### src/hdl/assert_macros.svh
// Assertion macros used by the accumulator top-level RTL
`ifndef ASSERT_MACROS_SVH
`define ASSERT_MACROS_SVH

// Clocked assertion, disabled while rst is high
`define ASSERT_CLK(lbl, prop, msg) \
  lbl: assert property (@(posedge clk) disable iff (rst) prop) else $error(msg);

// Clocked assertion that also holds during reset
`define ASSERT_ALWAYS(lbl, prop, msg) \
  lbl: assert property (@(posedge clk) prop) else $error(msg);

`endif

### src/hdl/psw_pkg.sv
// Types and constants of the pulse shape waveform accumulator
package psw_pkg;

  localparam int DIV_W   = 42;               // widest dividend: 4*amp*k
  localparam int DVS_W   = 32;               // widest divisor: n*n
  localparam int DCNT_W  = $clog2(DIV_W);
  localparam int BIN_VAL_W = 32;
  localparam int SHARE_W = 26;               // a share never exceeds 2*amp

  localparam logic FUNC_DEPOSIT = 1'b0;
  localparam logic FUNC_READ    = 1'b1;

  localparam logic CFG_SHAPE_MODE = 1'b0;
  localparam logic CFG_BIN_WIDTH  = 1'b1;

  localparam logic MODE_SQUARE = 1'b0;

  typedef struct packed {
    logic                 start;
    logic [DIV_W-1:0]     dividend;
    logic [DVS_W-1:0]     divisor;
  } div_req_t;

  typedef struct packed {
    logic                 done;
    logic [DIV_W-1:0]     quotient;
  } div_rsp_t;

endpackage

### src/hdl/psw_div.sv
// Restoring divider, one quotient bit per cycle
module psw_div (
  input  logic              clk,
  input  logic              rst,
  input  psw_pkg::div_req_t req,
  output psw_pkg::div_rsp_t rsp
);
  import psw_pkg::*;

  logic              busy;
  logic [DCNT_W-1:0] cnt;
  logic [DIV_W-1:0]  quo;
  logic [DVS_W-1:0]  rem;
  logic [DVS_W-1:0]  dvs;
  logic              done;
  logic [DVS_W:0]    shifted;
  logic              fits;

  assign shifted = {rem, quo[DIV_W-1]};
  assign fits    = shifted >= {1'b0, dvs};

  always_ff @(posedge clk) begin
    if (rst) begin
      busy <= 1'b0;
      done <= 1'b0;
      cnt  <= '0;
    end else begin
      done <= 1'b0;
      if (req.start) begin
        busy <= 1'b1;
        cnt  <= DCNT_W'(DIV_W - 1);
      end else if (busy) begin
        cnt <= cnt - 1'b1;
        if (cnt == '0) begin
          busy <= 1'b0;
          done <= 1'b1;
        end
      end
    end
  end

  always_ff @(posedge clk) begin
    if (req.start) begin
      quo <= req.dividend;
      rem <= '0;
      dvs <= req.divisor;
    end else if (busy) begin
      quo <= {quo[DIV_W-2:0], fits};
      rem <= fits ? DVS_W'(shifted - {1'b0, dvs}) : shifted[DVS_W-1:0];
    end
  end

  assign rsp.done     = done;
  assign rsp.quotient = quo;

endmodule

### config.mk
export PLATFORM = sky130hd
export DESIGN_NAME = psw_div
export DESIGN_NICKNAME = d
export VERILOG_FILES = /design/src/hdl/assert_macros.svh /design/src/hdl/psw_pkg.sv /design/src/hdl/psw_div.sv
export SDC_FILE = /design/constraint.sdc
export NUM_CORES = 1
export LEC_CHECK = 0
export BUFFER_PORTS_ARGS = -buffer_cell sky130_fd_sc_hd__buf_4
export CAP_MARGIN = 20
export CORE_ASPECT_RATIO = 1.75
export CORE_UTILIZATION = 51
export CTS_CLUSTER_DIAMETER = 150
export CTS_CLUSTER_SIZE = 16
export DETAILED_ROUTE_END_ITERATION = 6
export GPL_ROUTABILITY_DRIVEN = 0
export GPL_TIMING_DRIVEN = 0
export PLACE_DENSITY = 0.83
export SYNTH_ARGS = -nofsm -noshare
export SYNTH_HDL_FRONTEND = slang
export SYNTH_SLANG_ARGS = --single-unit
### constraint.sdc
create_clock -name clk -period 2.6 [get_ports clk]
set_input_delay 0.65 -clock clk [delete_from_list [all_inputs] [get_ports clk]]
set_output_delay 0.65 -clock clk [all_outputs]
set_load 0.02 [all_outputs]
==> impl_metrics.env, run 1 <==
export IMPL_regArea_mm2=0.003023
export IMPL_fin_crit_ns=3.001
export IMPL_grt_pass1_vias=5979
export IMPL_ctsHoldBuffers=0
export IMPL_slowest_stage="edfxtp_1"
export IMPL_status="finished, violations left"
export IMPL_p_leak_nw=3.717
export IMPL_power_density_mw_per_mm2=741.0
export IMPL_netlist_instances=616
export IMPL_yosysWarnings=0
export IMPL_holdCritPathClass="primary input to register"
export IMPL_skew_ns=0.01077
export IMPL_clockRootBuffer="clkbuf_16"
export IMPL_hold_path_cell_count=1
export IMPL_vias=5978
export IMPL_timing_rr_end="rem[30]"
export IMPL_num_rows=53
export IMPL_start_kind="register"
export IMPL_gr_total_overflow=0
export IMPL_worst_r2r_startpoint="dvs[1]"
export IMPL_synth_distinct_cells=58
export IMPL_syn_num_nets=728
export IMPL_coreArea_mm2=0.01207
export IMPL_cp_required_ns=2.92
export IMPL_placed_cell_area_mm2=0.007523
export IMPL_crit_family="compound AO/OA/AOI/OAI gates"
export IMPL_violations="negative setup slack"
export IMPL_drive_gt1_share_pct=40.35
export IMPL_io_buffers=118
export IMPL_postRouteAntennaNets=0
export IMPL_antenna_cells=0
export IMPL_syn_to_final_growth_pct=41.19
export IMPL_initial_utilization_pct=52.75
export IMPL_r2r_cells=12
export IMPL_dp_hpwl_um=12580
export IMPL_crit_top_cell="a211oi_4"
export IMPL_syn_avg_cell_area_um2=10.33
export IMPL_path_class="register to register"
export IMPL_ff2ff_setup_slack_ns=-0.40
export IMPL_setup_violations=33
export IMPL_synth_seq_area_share_pct=47.48
export IMPL_arrival_ns=3.32
export IMPL_netlist_area_mm2=0.006366
export IMPL_rsz0062_at_grt="yes"
export IMPL_die_area_mm2=0.01295
export IMPL_htree_levels=4
export IMPL_hold_violations=0
export IMPL_grt_total_usage_pct=29.91
export IMPL_wl_um=21070
export IMPL_hp_start="req[3]"
export IMPL_post_route_cell_area_mm2=0.008989
export IMPL_post_route_drc_count=0
export IMPL_nFillCells=737
export IMPL_vias_per_cell=6.208
export IMPL_insertion_delay_ns=0.43
export IMPL_crit_path_max_incr_delay_ns=0.39
export IMPL_multi_input_area_mm2=0.003603
export IMPL_firstDrtPassIters=7
export IMPL_post_drt_wl_per_cell_um=21.87
export IMPL_ys_flop_type="edfxtp_1"
export IMPL_antenna_found_initial=0
export IMPL_tightest_slew_ns=0.8784
export IMPL_post_route_util_pct=74.48
export IMPL_synth_edf_count=74
export IMPL_fp_dieW_um=86.46
export IMPL_endpoint_kind="register"
export IMPL_worstHoldEndpoint="dvs[3]"
export IMPL_async_reset_ff_share_pct=0
export IMPL_fin_nets=897
export IMPL_drv_slew=0
export IMPL_clk_path_buf_depth=2
export IMPL_cts_buffers=17
export IMPL_slew_headroom_pct=41.44
export IMPL_crit_chain="inv_1 -> ha_1 -> nor2b_4 -> o21bai_4 -> nand3_4 -> a211oi_4 -> o31ai_4 -> a211oi_4 -> o21a_4 -> buf_16 -> nand2_1 -> a311oi_2"
export IMPL_die_h_um=149.8
export IMPL_cts_sinks=114
export IMPL_tritoncts="yes"
export IMPL_grt_pass1_wl_um=29080
export IMPL_grt_max_degree=34
export IMPL_max_freq_mhz=333.2
export IMPL_cap_violations=0
export IMPL_period_share_pct=115.4
export IMPL_cp_num_buf_inv=2
export IMPL_ir_drop_mv=0.4861
export IMPL_drt_iter0_markers=505
export IMPL_crit_fanout=5
export IMPL_clk_pin_slew_ns=0.06
export IMPL_worst_slack_ns=-0.4010
export IMPL_p_total_mw=6.660
export IMPL_ys_ff_latch=114
export IMPL_io_pins=120
## stage by stage
stage / TNS [ns] / hold slack, ns / std cells / setup WS, ns
4_1_cts: -4.469 / 0.3945 / 951 / -0.1707
3_3_place_gp: -46.42 / 0.4806 / 899 / -0.8310
3_5_place_dp: -53.58 / 0.4943 / 899 / -0.9456
5_1_grt: -12.40 / 0.3916 / 963 / -0.4854
2_1_floorplan: -0.2727 / 0.4686 / 616 / -0.1800
6_report: -8.384 / 0.3962 / 963 / -0.4010
## how the worst max path moves through the flow
| stage | cells after the start | slack (ns) | to | from |
|---|---|---|---|---|
| 3_5_place_dp | 5 | -0.95 | quo[11] | req[74] |
| 2_1_floorplan | 12 | -0.18 | rem[28] | quo[41] |
| 5_1_grt | 11 | -0.49 | rem[30] | dvs[8] |
| 4_1_cts | 12 | -0.17 | rem[5] | dvs[1] |
| 3_3_place_gp | 5 | -0.83 | quo[7] | req[74] |
| 6_report | 12 | -0.40 | rem[30] | dvs[1] |
## synthesized netlist by cell type, types with 2 or more instances
cell       number  area, um^2
nor4_1          3       18.77
nand4_1         5       31.28
o2111ai_1       2       17.52
xor2_1         11       96.34
a211oi_1        3       22.52
nor2b_1         2       12.51
nand2_1        74       277.8
xnor2_1        20       175.2
nor3_1          7       35.03
ha_1           34       425.4
edfxtp_1       74        2222
inv_1          43       161.4
and4_1          2       17.52
clkbuf_1       18       67.56
a2111oi_0       2       17.52
o211ai_1        3       22.52
and2_1          3       18.77
o21bai_1        5       37.54
a211oi_2        2       25.02
a31oi_1         4       25.02
buf_2           7       35.03
a311oi_1       31       271.5
o31ai_1         3       22.52
o21ai_0         9       45.04
nor2_1         56       210.2
nand3_1        11       55.05
buf_1           4       15.01
o21a_1          5       37.54
mux2_2         42       473.0
or3_1           2       12.51
a21oi_1        32       160.2
nor4b_1         4       35.03
dfxtp_1        40       800.8
a21o_1         20       150.1
nor3b_1         3       22.52
nand2b_1        8       50.05
## cells in the final DEF, fill, tap and decap left out, types with 5 or more instances in the layout
cell and count:
buf_4 143, edfxtp_1 74, nand2_1 58, nor2_1 54
mux2_2 42, dfxtp_1 40, inv_1 39, a21oi_1 25
a21o_1 20, xnor2_1 19, clkbuf_16 19, a311oi_1 18
ha_1 16, clkbuf_1 15, a311oi_2 13, ha_4 13
nand2_2 12, xor2_1 11, nand3_1 10, buf_6 9
nand2b_1 7, o21ai_0 7, a21oi_2 6, nor3_1 6
o21a_1 5, nand4_1 5, o21bai_1 5, ha_2 5
clkinv_4 5
## what timing repair did
item                       4_1_cts  5_1_grt
gates resized for setup         43       81
gates cloned                     2        3
setup endpoints to repair       75       33
buffers inserted                20       11
pin swaps                       20       35
## cells by family after synthesis
group	count (synthesis)	synth area share [%]
AOI/OAI and AO/OA	134	15.76
xor gates and xnor gates	31	4.265
adders and majority gates	35	6.997
DFF	114	47.48
buffers and inverters	73	4.501
muxes	43	7.586
and+or+nand+nor	186	13.40
## registers in the layout, summed over array words and instances, names as in the netlist
signal / flops
cnt: 6
busy: 1
quo: 42
done: 1
rem: 32
dvs: 32
## cell type report
type	count	area share (%)
multi-input cells	431	40.09
flip-flops and latches	114	33.63
repair buffers	151	13.47
clock buffers	18	4.775
well taps	165	2.297
clock inverters	14	2.004
plain buffers	27	1.935
inverters	43	1.796
## power breakdown
group	leakage [nW]	internal (mW)	switching (mW)
sequential	1.07	2.13	0.133
combinational	2.36	0.890	1.08
clock	0.291	1.52	0.908
## per-layer routing
layer  vias up  global-route usage [%]  wire [um]
li1       2604                       -          -
met1      2793                   28.24       6719
met2       431                   55.32      10880
met3       150                   8.163       1879
met4         0                   19.33       1583
met5         -                       0          0
(Power assumes the default switching activity.)
==> inputs of run 2 (changes only) <==
TNS_END_PERCENT = 1   (was default)
==> run 2 against run 1 <==
  * The run ends with design-rule violations, negative setup slack left
  * Sequential share of layout area increased by 1.4 points
  * Fmax decreased by 1.5%
  * Count of clock-buffer cells in the layout stayed put
  * Sequential cell count did not move
  * Register-to-register slack got worse by 0.05 ns
  * Die area unchanged
  * Via count fell by 1.6%
  * Clock power is 3% lower
  * Total power is 3.9% lower
  * Cell count fell by 1.3%
  * First-iteration DRC count is 0.40% lower
  * Highest routed layer unchanged
==> impl_metrics.env, run 2 (synthesis gave the netlist of run 1 again) <==
export IMPL_status="finished, violations left"
export IMPL_violations="design-rule violations, negative setup slack"
export IMPL_cp_required_ns=2.92
export IMPL_io_pins=120
export IMPL_comb_power_share_pct=28.0
export IMPL_p_sw_mw=2.059
export IMPL_cts_sinks=114
export IMPL_gr_total_overflow=0
export IMPL_antenna_found_initial=0
export IMPL_period_share_pct=117.2
export IMPL_post_drt_wl_per_cell_um=20.75
export IMPL_drive_gt1_share_pct=35.92
export IMPL_post_route_util_pct=71.58
export IMPL_layout_commonest_cell="buf_4"
export IMPL_power_share_switching_pct=32.18
export IMPL_crit_top_cell="a211oi_4"
export IMPL_tritoncts="yes"
export IMPL_cp_num_buf_inv=2
export IMPL_hold_violations=0
export IMPL_grt_pass1_wl_um=29480
export IMPL_rsz0062_at_grt="yes"
export IMPL_cap_violations=0
export IMPL_holdCritPathClass="primary input to register"
export IMPL_wl_um=19710
export IMPL_nFillCells=832
export IMPL_tightest_slew_ns=0.7621
export IMPL_clkPwrFrac_pct=36.7
export IMPL_die_h_um=149.8
export IMPL_path_class="register to register"
export IMPL_antenna_cells=0
export IMPL_p_leak_nw=3.610
export IMPL_num_rows=53
export IMPL_worst_slack_ns=-0.4482
export IMPL_start_kind="register"
export IMPL_setup_violations=33
export IMPL_post_route_drc_count=6
export IMPL_pwr_share_seq_pct=35.2
export IMPL_top_register="quo"
export IMPL_grt_max_degree=43
export IMPL_firstDrtPassIters=7
export IMPL_largest_register_ffs=42
export IMPL_reg_top3="quo x42, dvs x32, rem x32"
export IMPL_slowest_stage="edfxtp_1"
export IMPL_max_freq_mhz=328.1
export IMPL_clk_path_buf_depth=2
export IMPL_regArea_mm2=0.003024
export IMPL_postRouteAntennaNets=0
export IMPL_skew_ns=0.01026
export IMPL_io_buffers=118
export IMPL_drv_slew=0
export IMPL_vias=5881
export IMPL_endpoint_kind="register"
export IMPL_dp_hpwl_um=12610
export IMPL_fp_dieW_um=86.46
export IMPL_grt_total_usage_pct=30.52
export IMPL_clk_pin_slew_ns=0.06
export IMPL_internal_power_mw=4.339
export IMPL_coreArea_mm2=0.01207
export IMPL_dp_cells=899
export IMPL_instances_no_fill=950
export IMPL_crit_path_max_incr_delay_ns=0.47
export IMPL_crit_chain="inv_2 -> ha_4 -> nor2b_4 -> o21bai_4 -> nand3_4 -> a211oi_4 -> o31ai_4 -> a211oi_4 -> o21a_4 -> buf_8 -> nand2_4 -> a311oi_2"
export IMPL_crit_fanout=7
export IMPL_fin_nets=884
export IMPL_die_area_mm2=0.01295
export IMPL_arrival_ns=3.37
export IMPL_vias_per_cell=6.191
export IMPL_power_density_mw_per_mm2=740.5
export IMPL_fin_crit_ns=3.048
export IMPL_whs_ns=0.3892
export IMPL_crit_family="compound AO/OA/AOI/OAI gates"
export IMPL_initial_utilization_pct=52.75
export IMPL_ir_drop_mv=0.5462
export IMPL_final_cell_mix="buf_4 (137), edfxtp_1 (74), nand2_1 (70), nor2_1 (54), mux2_2 (42)"
export IMPL_ctsHoldBuffers=0
export IMPL_ff2ff_setup_slack_ns=-0.45
export IMPL_insertion_delay_ns=0.43
export IMPL_grt_pass1_vias=6209
export IMPL_htree_levels=4
export IMPL_detailedPlace_worstSlack_ns=-0.8539
export IMPL_drt_iter0_markers=503
export IMPL_cts_buffers=17
export IMPL_clockRootBuffer="clkbuf_16"
export IMPL_syn_to_final_growth_pct=35.71
export IMPL_multi_input_area_mm2=0.003426
export IMPL_slew_headroom_pct=49.19
==> run 2: cell count changes in the layout (fill, tap and decap cells not counted), moves of 3 or more <==
cell and change:
buf_4 -6, nand2_1 +12, ha_1 +6, ha_4 -3
nand2_2 -9, nand2_4 -3, buf_6 -4, ha_2 -3
a21oi_1 +4, a21oi_2 -4
==> run 2: final timing paths <==
check	from	endpoint	depth (start not counted)
worst max-delay path	dvs[1]	rem[24]	12
worst min-delay path	req[3]	dvs[3]	1
worst max register to register	dvs[1]	rem[24]	12
worst min register to register	rem[17]	rem[18]	2
==> run 2: timing repair <==
| item | CTS | global route |
|---|---|---|
| setup endpoints to repair | 75 | 75 |
| resized for setup | 59 | 28 |
| setup buffers | 17 | 2 |
| pin swaps | 29 | 13 |
| cloned | 1 | 0 |
| endpoints found under the hold margin | 0 | 0 |
==> run 2: final cells by class <==
type	count	share of cell area, %
sequential	114	35.00
buffer	29	1.984
multi-input combinational	429	39.65
timing repair buffer	138	12.35
clock buffer	18	4.967
clock inverter	14	1.781
tap	165	2.390
inverter	43	1.868
==> run 2: metrics by stage <==
stage | TNS [ns] | area [um^2] | power, mW
floorplan | -0.3954 | 6405 | 3.223
global placement | -47.73 | 7497 | 3.643
detailed placement | -54.63 | 7497 | 3.700
CTS | -5.139 | 8471 | 6.206
global route | -17.43 | 8640 | 6.595
finish | -11.49 | 8640 | 6.398
==> run 2: power by group through the flow <==
stage / sequential [mW] / combinational (mW) / clock [mW]
final: 2.25 / 1.79 / 2.35
after CTS: 2.25 / 1.63 / 2.33
after detailed placement: 2.27 / 1.43 / 0
after global placement: 2.27 / 1.38 / 0
after global routing: 2.27 / 1.90 / 2.43
after floorplan: 2.33 / 0.893 / 0
==> run 2: layer usage <==
layer / routed length [um] / GRT usage (%) / vias to the layer above
met5: 0 / 0 / -
met4: 1315 / 19.17 / 0
met3: 1589 / 10.54 / 127
met2: 10290 / 55.24 / 377
met1: 6515 / 28.69 / 2813
li1: - / - / 2564
